## config.mk

```make
export PLATFORM = sky130hd
export DESIGN_NAME = tactile_baseline_calibration
export DESIGN_NICKNAME = d
export VERILOG_FILES = /design/src/rtl/tbc_pkg.sv /design/src/rtl/tactile_baseline_calibration.sv /design/src/rtl/tbc_div.sv /design/src/rtl/tbc_dpath.sv /design/src/rtl/tbc_ctrl.sv
export VERILOG_INCLUDE_DIRS = /design/src /design/src/rtl
export SDC_FILE = /design/constraint.sdc
export NUM_CORES = 1
export LEC_CHECK = 0
export ABC_AREA = 0
export BUFFER_PORTS_ARGS = -buffer_cell sky130_fd_sc_hd__buf_2
export CAP_MARGIN = 20
export CORE_ASPECT_RATIO = 1.1
export CORE_MARGIN = 3
export CORE_UTILIZATION = 40
export CTS_CLUSTER_DIAMETER = 60
export CTS_CLUSTER_SIZE = 12
export DETAILED_ROUTE_END_ITERATION = 10
export HOLD_SLACK_MARGIN = 0.12
export PLACE_DENSITY_LB_ADDON = 0.15
export SYNTH_ARGS = -nofsm -noshare
export SYNTH_HDL_FRONTEND = slang
export SYNTH_SLANG_ARGS = --single-unit
```

## constraint.sdc

```tcl
create_clock -name clk_i -period 12.1 [get_ports clk_i]
set_clock_uncertainty 0.05 [all_clocks]
set_input_delay 0.605 -clock clk_i [delete_from_list [all_inputs] [get_ports clk_i]]
set_output_delay 0.605 -clock clk_i [all_outputs]
set_load 0.1 [all_outputs]
```

## src/rtl/tactile_baseline_calibration_defines.svh

```systemverilog
// Assertion macros shared by the tactile baseline calibration RTL.
`ifndef TACTILE_BASELINE_CALIBRATION_DEFINES_SVH
`define TACTILE_BASELINE_CALIBRATION_DEFINES_SVH

// Checked only out of reset.
`define TBC_ASSERT(lbl, prop, msg) \
  lbl: assert property (@(posedge clk_i) disable iff (!rst_ni) (prop)) else $error(msg);

// Checked at every edge, reset included.
`define TBC_ASSERT_ALWAYS(lbl, prop, msg) \
  lbl: assert property (@(posedge clk_i) (prop)) else $error(msg);

`endif

```

## src/rtl/tbc_pkg.sv

```systemverilog
// Package of types and constants for the tactile baseline calibration block.
package tbc_pkg;

  localparam int CELLS_DEF = 24;
  localparam int CELL_W    = 5;
  localparam int RAW_W     = 12;
  localparam int SUM_W     = 20;
  localparam int CAL_W     = 8;
  localparam int DVD_W     = SUM_W + 1;
  localparam int DCNT_W    = $clog2(DVD_W);
  localparam int TDATA_W   = 24;

  localparam logic [CAL_W-1:0] CAL_RESET = CAL_W'(40);

  // tdata layout, both directions: cell in the low bits, then the sample
  localparam int CELL_LSB = 0;
  localparam int RAW_LSB  = CELL_LSB + CELL_W;

  // tuser on the slave side
  localparam logic KIND_SAMPLE = 1'b0;
  localparam logic KIND_START  = 1'b1;

  typedef enum logic [2:0] {
    ST_IDLE,
    ST_DECODE,
    ST_UPDATE,
    ST_DIV_START,
    ST_DIV_WAIT,
    ST_FINISH
  } ctrl_state_e;

  typedef struct packed {
    logic latch_in;
    logic decode;
    logic upd;
    logic div_start;
    logic div_take;
    logic load_out;
  } cmd_t;

  typedef struct packed {
    logic is_start;
    logic oob;
    logic open;
    logic open_q;
    logic div_done;
    logic out_free;
  } sts_t;

endpackage

```

## src/rtl/tactile_baseline_calibration.sv

```systemverilog
// Tactile baseline calibration: per-cell offset learning and subtraction over a
// stream of cell samples. A start word (tuser high) opens a window of cal_frames
// frames, counted by tlast; window samples are summed per cell and reported with
// pressure zero and the calibrating flag set. Afterwards each sample reports
// raw minus ceil(sum / cal_frames), clamped at zero. Cells at or above CELLS
// give no output. One word is in flight at a time: a start word or an
// out-of-range cell stops at decode, a window sample passes update and finish,
// a later sample divider start, divider wait and finish, as the serial divider
// makes one quotient bit a cycle over the 21-bit dividend. The result sits in
// an output register, so the next word is taken while it waits. The sum memory
// needs no clearing pass; per-cell valid bits give zero sums after reset.
module tactile_baseline_calibration #(
  parameter int CELLS = tbc_pkg::CELLS_DEF
) (
  input  logic                        clk_i,
  input  logic                        rst_ni,
  input  logic                        cfg_we_i,
  input  logic [tbc_pkg::CAL_W-1:0]   cfg_wdata_i,    // cal_frames
  input  logic                        s_axis_tvalid,
  output logic                        s_axis_tready,
  input  logic [tbc_pkg::TDATA_W-1:0] s_axis_tdata,   // cell_index[4:0], raw_sample[16:5]
  input  logic [0:0]                  s_axis_tuser,   // kind
  input  logic                        s_axis_tlast,   // frame_end
  output logic                        m_axis_tvalid,
  input  logic                        m_axis_tready,
  output logic [tbc_pkg::TDATA_W-1:0] m_axis_tdata,   // cell_out[4:0], pressure[16:5]
  output logic [0:0]                  m_axis_tuser    // calibrating
);
  import tbc_pkg::*;
  `include "tactile_baseline_calibration_defines.svh"

  cmd_t cmd;
  sts_t sts;

  tbc_ctrl u_ctrl (
    .clk_i      (clk_i),
    .rst_ni     (rst_ni),
    .in_valid_i (s_axis_tvalid),
    .in_ready_o (s_axis_tready),
    .sts_i      (sts),
    .cmd_o      (cmd)
  );

  tbc_dpath #(
    .CELLS (CELLS)
  ) u_dpath (
    .clk_i       (clk_i),
    .rst_ni      (rst_ni),
    .cmd_i       (cmd),
    .sts_o       (sts),
    .cfg_we_i    (cfg_we_i),
    .cfg_wdata_i (cfg_wdata_i),
    .in_data_i   (s_axis_tdata),
    .in_kind_i   (s_axis_tuser[0]),
    .in_last_i   (s_axis_tlast),
    .out_data_o  (m_axis_tdata),
    .out_cal_o   (m_axis_tuser[0]),
    .out_valid_o (m_axis_tvalid),
    .out_ready_i (m_axis_tready)
  );

  // a pending word is never overwritten
  `TBC_ASSERT(a_no_overwrite, cmd.load_out |-> sts.out_free, "result loaded over a pending word")
  // the divider only serves samples after the window
  `TBC_ASSERT(a_div_closed, cmd.div_start |-> !sts.open_q, "divider started inside the window")
  // calibrating words carry zero pressure
  `TBC_ASSERT(a_cal_zero, (m_axis_tvalid && m_axis_tuser[0]) |-> (m_axis_tdata[RAW_LSB +: RAW_W] == '0), "nonzero pressure while calibrating")
  // no input word is taken while the sequencer is busy
  `TBC_ASSERT_ALWAYS(a_ready_idle, (cmd.decode || cmd.upd || cmd.div_start) |-> !s_axis_tready, "input ready while busy")

endmodule

```

## src/rtl/tbc_div.sv

```systemverilog
// Restoring serial divider, one quotient bit per cycle.
module tbc_div (
  input  logic                       clk_i,
  input  logic                       rst_ni,
  input  logic                       start_i,
  input  logic [tbc_pkg::DVD_W-1:0]  dividend_i,
  input  logic [tbc_pkg::CAL_W-1:0]  divisor_i,
  output logic [tbc_pkg::DVD_W-1:0]  quotient_o,
  output logic                       done_o
);
  import tbc_pkg::*;

  logic [DVD_W-1:0]  dvd_q, dvd_d;
  logic [CAL_W:0]    rem_q, rem_d;
  logic [CAL_W-1:0]  dsr_q, dsr_d;
  logic [DCNT_W-1:0] cnt_q, cnt_d;
  logic              busy_q, busy_d;
  logic              done_q, done_d;
  logic [CAL_W:0]    rem_sh;
  logic              ge;

  // remainder stays below the divisor, so its low bits carry it all
  assign rem_sh = {rem_q[CAL_W-1:0], dvd_q[DVD_W-1]};
  assign ge     = rem_sh >= {1'b0, dsr_q};

  always_comb begin
    dvd_d  = dvd_q;
    rem_d  = rem_q;
    dsr_d  = dsr_q;
    cnt_d  = cnt_q;
    busy_d = busy_q;
    done_d = done_q;
    if (start_i) begin
      dvd_d  = dividend_i;
      rem_d  = '0;
      dsr_d  = divisor_i;
      cnt_d  = DCNT_W'(DVD_W - 1);
      busy_d = 1'b1;
      done_d = 1'b0;
    end else if (busy_q) begin
      rem_d = ge ? (rem_sh - {1'b0, dsr_q}) : rem_sh;
      dvd_d = {dvd_q[DVD_W-2:0], ge};
      if (cnt_q == '0) begin
        busy_d = 1'b0;
        done_d = 1'b1;
      end else begin
        cnt_d = cnt_q - 1'b1;
      end
    end
  end

  always_ff @(posedge clk_i or negedge rst_ni) begin
    if (!rst_ni) begin
      cnt_q  <= '0;
      busy_q <= 1'b0;
      done_q <= 1'b0;
    end else begin
      cnt_q  <= cnt_d;
      busy_q <= busy_d;
      done_q <= done_d;
    end
  end

  always_ff @(posedge clk_i) begin
    dvd_q <= dvd_d;
    rem_q <= rem_d;
    dsr_q <= dsr_d;
  end

  assign quotient_o = dvd_q;
  assign done_o     = done_q;

endmodule

```

## src/rtl/tbc_dpath.sv

```systemverilog
// Datapath: input word, per-cell sum memory, frame counter, divider, output register.
module tbc_dpath #(
  parameter int CELLS = tbc_pkg::CELLS_DEF
) (
  input  logic                        clk_i,
  input  logic                        rst_ni,
  input  tbc_pkg::cmd_t               cmd_i,
  output tbc_pkg::sts_t               sts_o,
  input  logic                        cfg_we_i,
  input  logic [tbc_pkg::CAL_W-1:0]   cfg_wdata_i,
  input  logic [tbc_pkg::TDATA_W-1:0] in_data_i,
  input  logic                        in_kind_i,
  input  logic                        in_last_i,
  output logic [tbc_pkg::TDATA_W-1:0] out_data_o,
  output logic                        out_cal_o,
  output logic                        out_valid_o,
  input  logic                        out_ready_i
);
  import tbc_pkg::*;

  localparam int AW = (CELLS > 1) ? $clog2(CELLS) : 1;

  // input word
  logic              kind_q;
  logic [CELL_W-1:0] cell_q;
  logic [RAW_W-1:0]  raw_q;
  logic              fend_q;

  logic [CAL_W-1:0]  cal_q;
  logic [CAL_W-1:0]  frames_q, frames_d;
  logic              open_q;
  logic              open_now;
  logic              oob;
  logic [AW-1:0]     addr;

  // sum memory; valid bits stand in for the reset clear
  logic [SUM_W-1:0]  mem [CELLS];
  logic [CELLS-1:0]  vld_q;
  logic [SUM_W-1:0]  rd_q;
  logic              rd_vld_q;
  logic [SUM_W-1:0]  sum;
  logic [SUM_W:0]    sum_add;
  logic [SUM_W-1:0]  wdata;

  logic [CAL_W-1:0]  divisor;
  logic [DVD_W-1:0]  dividend;
  logic [DVD_W-1:0]  quot;
  logic              div_done;
  logic [DVD_W-1:0]  raw_ext;

  logic [RAW_W-1:0]  press_q;
  logic              out_valid_q;
  logic [CELL_W-1:0] out_cell_q;
  logic [RAW_W-1:0]  out_press_q;
  logic              out_cal_q;

  always_ff @(posedge clk_i) begin
    if (cmd_i.latch_in) begin
      kind_q <= in_kind_i;
      cell_q <= in_data_i[CELL_LSB +: CELL_W];
      raw_q  <= in_data_i[RAW_LSB +: RAW_W];
      fend_q <= in_last_i;
    end
  end

  assign addr     = AW'(cell_q);
  assign oob      = 32'(cell_q) >= CELLS;
  assign open_now = frames_q < cal_q;

  always_comb begin
    frames_d = frames_q;
    if (cmd_i.decode) begin
      if (kind_q == KIND_START) begin
        frames_d = '0;
      end else if (oob && open_now && fend_q) begin
        frames_d = frames_q + 1'b1;
      end
    end else if (cmd_i.upd && fend_q) begin
      frames_d = frames_q + 1'b1;
    end
  end

  always_ff @(posedge clk_i or negedge rst_ni) begin
    if (!rst_ni) begin
      cal_q    <= CAL_RESET;
      frames_q <= CAL_RESET;
    end else begin
      if (cfg_we_i) begin
        cal_q <= cfg_wdata_i;
      end
      frames_q <= frames_d;
    end
  end

  always_ff @(posedge clk_i) begin
    if (cmd_i.decode) begin
      open_q <= open_now;
    end
  end

  assign sum     = rd_vld_q ? rd_q : '0;
  assign sum_add = {1'b0, sum} + (SUM_W + 1)'(raw_q);
  // first frame of the window overwrites the old sum
  assign wdata   = (frames_q == '0) ? SUM_W'(raw_q)
                 : (sum_add[SUM_W] ? {SUM_W{1'b1}} : sum_add[SUM_W-1:0]);

  always_ff @(posedge clk_i) begin
    if (cmd_i.upd) begin
      mem[addr] <= wdata;
    end
    if (cmd_i.decode) begin
      rd_q <= mem[addr];
    end
  end

  always_ff @(posedge clk_i or negedge rst_ni) begin
    if (!rst_ni) begin
      vld_q    <= '0;
      rd_vld_q <= 1'b0;
    end else begin
      if (cmd_i.upd) begin
        vld_q[addr] <= 1'b1;
      end
      if (cmd_i.decode) begin
        rd_vld_q <= vld_q[addr];
      end
    end
  end

  // ceil(sum / div) as floor((sum + div - 1) / div)
  assign divisor  = (cal_q == '0) ? CAL_W'(1) : cal_q;
  assign dividend = {1'b0, sum} + DVD_W'(divisor) - DVD_W'(1);

  tbc_div u_div (
    .clk_i      (clk_i),
    .rst_ni     (rst_ni),
    .start_i    (cmd_i.div_start),
    .dividend_i (dividend),
    .divisor_i  (divisor),
    .quotient_o (quot),
    .done_o     (div_done)
  );

  assign raw_ext = DVD_W'(raw_q);

  always_ff @(posedge clk_i) begin
    if (cmd_i.upd) begin
      press_q <= '0;
    end else if (cmd_i.div_take) begin
      press_q <= (raw_ext > quot) ? RAW_W'(raw_ext - quot) : '0;
    end
  end

  always_ff @(posedge clk_i or negedge rst_ni) begin
    if (!rst_ni) begin
      out_valid_q <= 1'b0;
    end else if (cmd_i.load_out) begin
      out_valid_q <= 1'b1;
    end else if (out_ready_i) begin
      out_valid_q <= 1'b0;
    end
  end

  always_ff @(posedge clk_i) begin
    if (cmd_i.load_out) begin
      out_cell_q  <= cell_q;
      out_press_q <= press_q;
      out_cal_q   <= open_q;
    end
  end

  assign out_data_o  = TDATA_W'({out_press_q, out_cell_q});
  assign out_cal_o   = out_cal_q;
  assign out_valid_o = out_valid_q;

  always_comb begin
    sts_o          = '0;
    sts_o.is_start = (kind_q == KIND_START);
    sts_o.oob      = oob;
    sts_o.open     = open_now;
    sts_o.open_q   = open_q;
    sts_o.div_done = div_done;
    sts_o.out_free = !out_valid_q || out_ready_i;
  end

endmodule

```

## src/rtl/tbc_ctrl.sv

```systemverilog
// Controller state machine sequencing each input word through the datapath.
module tbc_ctrl (
  input  logic          clk_i,
  input  logic          rst_ni,
  input  logic          in_valid_i,
  output logic          in_ready_o,
  input  tbc_pkg::sts_t sts_i,
  output tbc_pkg::cmd_t cmd_o
);
  import tbc_pkg::*;

  ctrl_state_e state_q, state_d;

  always_comb begin
    state_d = state_q;
    case (state_q)
      ST_IDLE: begin
        if (in_valid_i) state_d = ST_DECODE;
      end
      ST_DECODE: begin
        if (sts_i.is_start || sts_i.oob) begin
          state_d = ST_IDLE;
        end else if (sts_i.open) begin
          state_d = ST_UPDATE;
        end else begin
          state_d = ST_DIV_START;
        end
      end
      ST_UPDATE:    state_d = ST_FINISH;
      ST_DIV_START: state_d = ST_DIV_WAIT;
      ST_DIV_WAIT: begin
        if (sts_i.div_done) state_d = ST_FINISH;
      end
      ST_FINISH: begin
        if (sts_i.out_free) state_d = ST_IDLE;
      end
      default:      state_d = ST_IDLE;
    endcase
  end

  always_comb begin
    cmd_o      = '0;
    in_ready_o = 1'b0;
    case (state_q)
      ST_IDLE: begin
        in_ready_o     = 1'b1;
        cmd_o.latch_in = in_valid_i;
      end
      ST_DECODE:    cmd_o.decode    = 1'b1;
      ST_UPDATE:    cmd_o.upd       = 1'b1;
      ST_DIV_START: cmd_o.div_start = 1'b1;
      ST_DIV_WAIT:  cmd_o.div_take  = sts_i.div_done;
      ST_FINISH:    cmd_o.load_out  = sts_i.out_free;
      default:      cmd_o           = '0;
    endcase
  end

  always_ff @(posedge clk_i or negedge rst_ni) begin
    if (!rst_ni) begin
      state_q <= ST_IDLE;
    end else begin
      state_q <= state_d;
    end
  end

endmodule

```

==> summary.md <==
| Metric | Value |
|---|---|
| Die height | `approximately 280 um` |
| Sw Share | `approximately a third` |
| CTS tree | `yes` |
| Total track usage | `18.57%` |
| Share of async-settable or async-resettable flops after synthesis | `slightly above 8%` |
| Final setup vio count | `0` |
| Synth Cell Area | `around 27000 sq um` |
| Gate Count Post-Synth | `between 1500 and 2000` |
| Die ar. | `between 70000 and 80000 sq um` |
| Seq/Total Area, Yosys | `68.23%` |
| Synth warn | `0` |
| Max transition margin | `around 28%` |
| Post-CTS Setup Bufs | `0` |
| Clock Latency Late Sink | `around 0.6 ns` |
| Min Tclk post-route | `between 3 and 4 ns` |
| Non-filler cells, final | `~2800` |
| Cell internal pwr | `between 0.004 and 0.005 W` |
| Die Width | `between 200 and 300 um` |
| I/O pins | `66` |
| H-tree Lvls | `3` |
| FP Rows | `100` |
| Antenna Diode Count | `0` |
| P_sw | `around 0.0024 W` |
| First drt pass iteration count | `5` |
| Routed len/inst | `23.77 um` |
| Vias | `around 15000` |
| CTS resizes | `0` |
| Ys flop type | `edfxtp_1` |
| Fin Hold WS | `between 0.15 and 0.2 ns` |
| Yosys reg bits | `between 600 and 700` |
| Combinational power share | `approximately 31%` |
| Global-route wire length before repair | `approximately 99000 um` |
| Clk pwr share | `26.8%` |
| Synth area leaders | `edfxtp_1 (62%), mux4_2 (10%), dfrtp_1 (4.4%)` |
| Status | `completed` |
| Slew Viols, Final | `0` |
| RePlAce Congestion | `between 0.8 and 0.9` |
| Largest net degree at the start of global routing | `roughly 130` |
| Fin. Hold Viols | `0` |
| CP Class | `register to register` |
| Sequential share of power | `around two fifths` |
| Fmax | `between 200 and 300 MHz` |
| Slew @ Worst Pin | `approximately 1.1 ns` |
| Syn avg cell area | `approximately 16 sq um` |
| Post-Route WL | `roughly 66000 um` |
| Top-count cell post-synth | `edfxtp_1` |
| Final setup TNS | `0 ns` |
| Post-layout util | `46.10%` |
| CTS max path bufs | `3` |
| Crit path capture type | `register` |
| Ratio of cells with drive above 1 in the final layout | `~22%` |
| Layout net count | `~2000` |
| Required time of the worst setup path | `between 10 and 15 ns` |
| Crit-path max FO | `24` |
| Total global routing overflow | `0` |
| Top cells by count, synth | `edfxtp_1 (567), mux4_2 (126), nand2_1 (111)` |
| Unique masters post-synth | `between 70 and 80` |
| Cts hold-fix bufs | `18` |
| Share of the synthesized area in the top cell type | `62.02%` |
| Lkg Pwr | `approximately 11 nW` |
| Max-Cap Viols | `0` |
| Sink Count | `between 600 and 700` |
| PwrDens | `229.7 nW/um^2` |
| Starting density of the core | `between 40% and 50%` |
| DRC | `0` |
| Fillers | `5870` |
| Final ANT Viol Nets | `0` |
| Dpl hpwl | `roughly 42000 um` |
| CP startpoint kind | `register` |
| Arr. time, crit path | `roughly 4.1 ns` |
| Peak VDD IR | `between 0.1 and 0.15 mV` |
| Final period utilization | `around 33%` |
| Clock-pin slew on the worst setup and hold paths | `0.06 ns` |
| Core footprint | `67820 sq um` |
| Post-synth EDFFs | `around 570` |
| Number of buffers added on ports | `51` |
| HP Class | `input pin to register` |
| Area growth from synthesis to layout | `13.86%` |
| Leading area contributor after synthesis | `edfxtp_1` |
| Via-to-Cell Ratio | `5.383` |
| Initial antenna violation count | `1` |
| Unrepaired setup endpoints after global routing | `false` |
| Clock buffer count from CTS | `67` |
| Post-placement cell count | `about 2600` |
| Vias in the first global route | `about 16000` |
| Root Driver | `clkbuf_16` |
| Iteration-0 DRC Markers | `approximately 1100` |
[placed cells by master, fill, tap and decap left out, types with 8 or more instances in the layout]
| master | n |
|---|---|
| o21ai_0 | 46 |
| dfxtp_1 | 20 |
| clkbuf_16 | 69 |
| buf_4 | 53 |
| nand2_1 | 111 |
| nor3_1 | 13 |
| mux4_2 | 126 |
| nor2_1 | 62 |
| nor2_2 | 24 |
| edfxtp_1 | 567 |
| clkbuf_1 | 26 |
| a22oi_2 | 8 |
| a21oi_1 | 60 |
| buf_2 | 51 |
| xor2_1 | 19 |
| nor2b_1 | 10 |
| ha_1 | 77 |
| nand3_1 | 35 |
| o21ai_1 | 19 |
| a22oi_1 | 44 |
| dfrtp_1 | 48 |
| inv_1 | 94 |
| xnor2_1 | 32 |
| nand2b_1 | 11 |
| a21o_1 | 20 |
| or2_2 | 18 |
| dlygate4sd3_1 | 18 |
| mux2_2 | 22 |
[layer usage]
layer	vias up	part of all wire (%)	track usage [%]
met1	7804	43	24.31
met2	304	50	31.94
met3	87	4.4	2.983
met5	-	0	0
met4	0	2.2	5.966
li1	6785	-	-
[stage by stage]
| step | area (sq um) | power, W | setup WS, ns |
|---|---|---|---|
| 3_3_place_gp | 29020 | 0.005263 | 8.233 |
| 5_1_grt | 31260 | 0.007593 | 7.908 |
| 3_5_place_dp | 29020 | 0.005310 | 8.165 |
| 4_1_cts | 31200 | 0.007264 | 8.119 |
| 6_report | 31260 | 0.007181 | 8.161 |
| 2_1_floorplan | 27480 | 0.004655 | 8.273 |
[worst max-delay path, stage by stage, from the launching register on]
cell and delay (ns):
dfrtp_1 0.38, nand2_1 0.09, inv_1 0.06, ha_1 0.20
inv_1 0.08, fa_1 0.41, nor2b_1 0.17, o31a_1 0.20
o31ai_2 0.12, a31oi_4 0.26, nand3_2 0.39, nand2_1 0.30
o22a_1 0.85
[flip-flops by register name (all words and copies together), names as in the netlist]
register,cells
u_dpath.fend_q,1
u_dpath.press_q,12
u_dpath.u_div.quotient_o,21
u_dpath.u_div.done_o,1
u_dpath.u_div.busy_q,1
u_dpath.out_valid_o,1
u_ctrl.state_q,3
u_dpath.rd_q,20
u_dpath.vld_q,24
u_dpath.u_div.rem_q,8
u_dpath.open_q,1
u_dpath.out_press_q,12
u_dpath.out_cal_o,1
u_dpath.u_div.cnt_q,5
u_dpath.kind_q,1
u_dpath.addr,5
u_dpath.frames_q,8
u_dpath.out_cell_q,5
u_dpath.rd_vld_q,1
u_dpath.mem,480
u_dpath.cal_q,8
u_dpath.u_div.dsr_q,8
u_dpath.raw_q,12
[area by class of cell]
class | count | area, sq um | area share [%]
clock buffers | 96 | 1838 | 5.880
clock inverters | 16 | 158.9 | 0.5083
inverters | 94 | 352.8 | 1.129
multi-input cells | 892 | 8103 | 25.92
flip-flops and latches | 639 | 18730 | 59.93
well taps | 918 | 1149 | 3.674
repair buffers | 128 | 925.9 | 2.962
[kinds of logic (layout without fill, tap and decap cells)]
logic type      count (synthesis)  after routing  share of synthesized area, %
mux                           156            156                         11.54
other cells                     1              7                       0.01366
buf+inv                       174            334                         2.693
compound gates                259            259                         6.266
fa+ha+maj                      81             81                         3.801
flops                         639            639                         68.23
xor+xnor                       51             51                         1.627
simple gates                  338            338                         5.829
[worst paths after layout]
kind                                                   from                           endpoint  slack, ns  cells after the start
hold / removal                              s_axis_tdata[6]         u_dpath.raw_q[1]$_DFFE_PP_       0.16                      1
min in group asynchronous                            rst_ni     u_dpath.u_div.busy_q$_DFF_PN0_       0.63                      3
setup / recovery               u_dpath.rd_vld_q$_DFFE_PN0P_       u_dpath.mem[22][7]$_DFFE_PP_       8.16                     12
hold reg to reg            u_dpath.press_q[11]$_SDFFE_PP0P_  u_dpath.out_press_q[11]$_DFFE_PP_       0.38                      0
max in group asynchronous                            rst_ni      u_dpath.vld_q[20]$_DFFE_PN0P_      10.87                      3
setup reg to reg               u_dpath.rd_vld_q$_DFFE_PN0P_       u_dpath.mem[22][7]$_DFFE_PP_       8.16                     12
[power by group through the flow]
stage | sequential (W) | combinational (W) | clock (W)
2_1_floorplan | 0.00308 | 0.00158 | 0
3_3_place_gp | 0.00305 | 0.00221 | 0
3_5_place_dp | 0.00306 | 0.00225 | 0
4_1_cts | 0.00301 | 0.00227 | 0.00198
5_1_grt | 0.00303 | 0.00250 | 0.00206
6_report | 0.00301 | 0.00225 | 0.00192
Power figures use the tool's default switching activity.
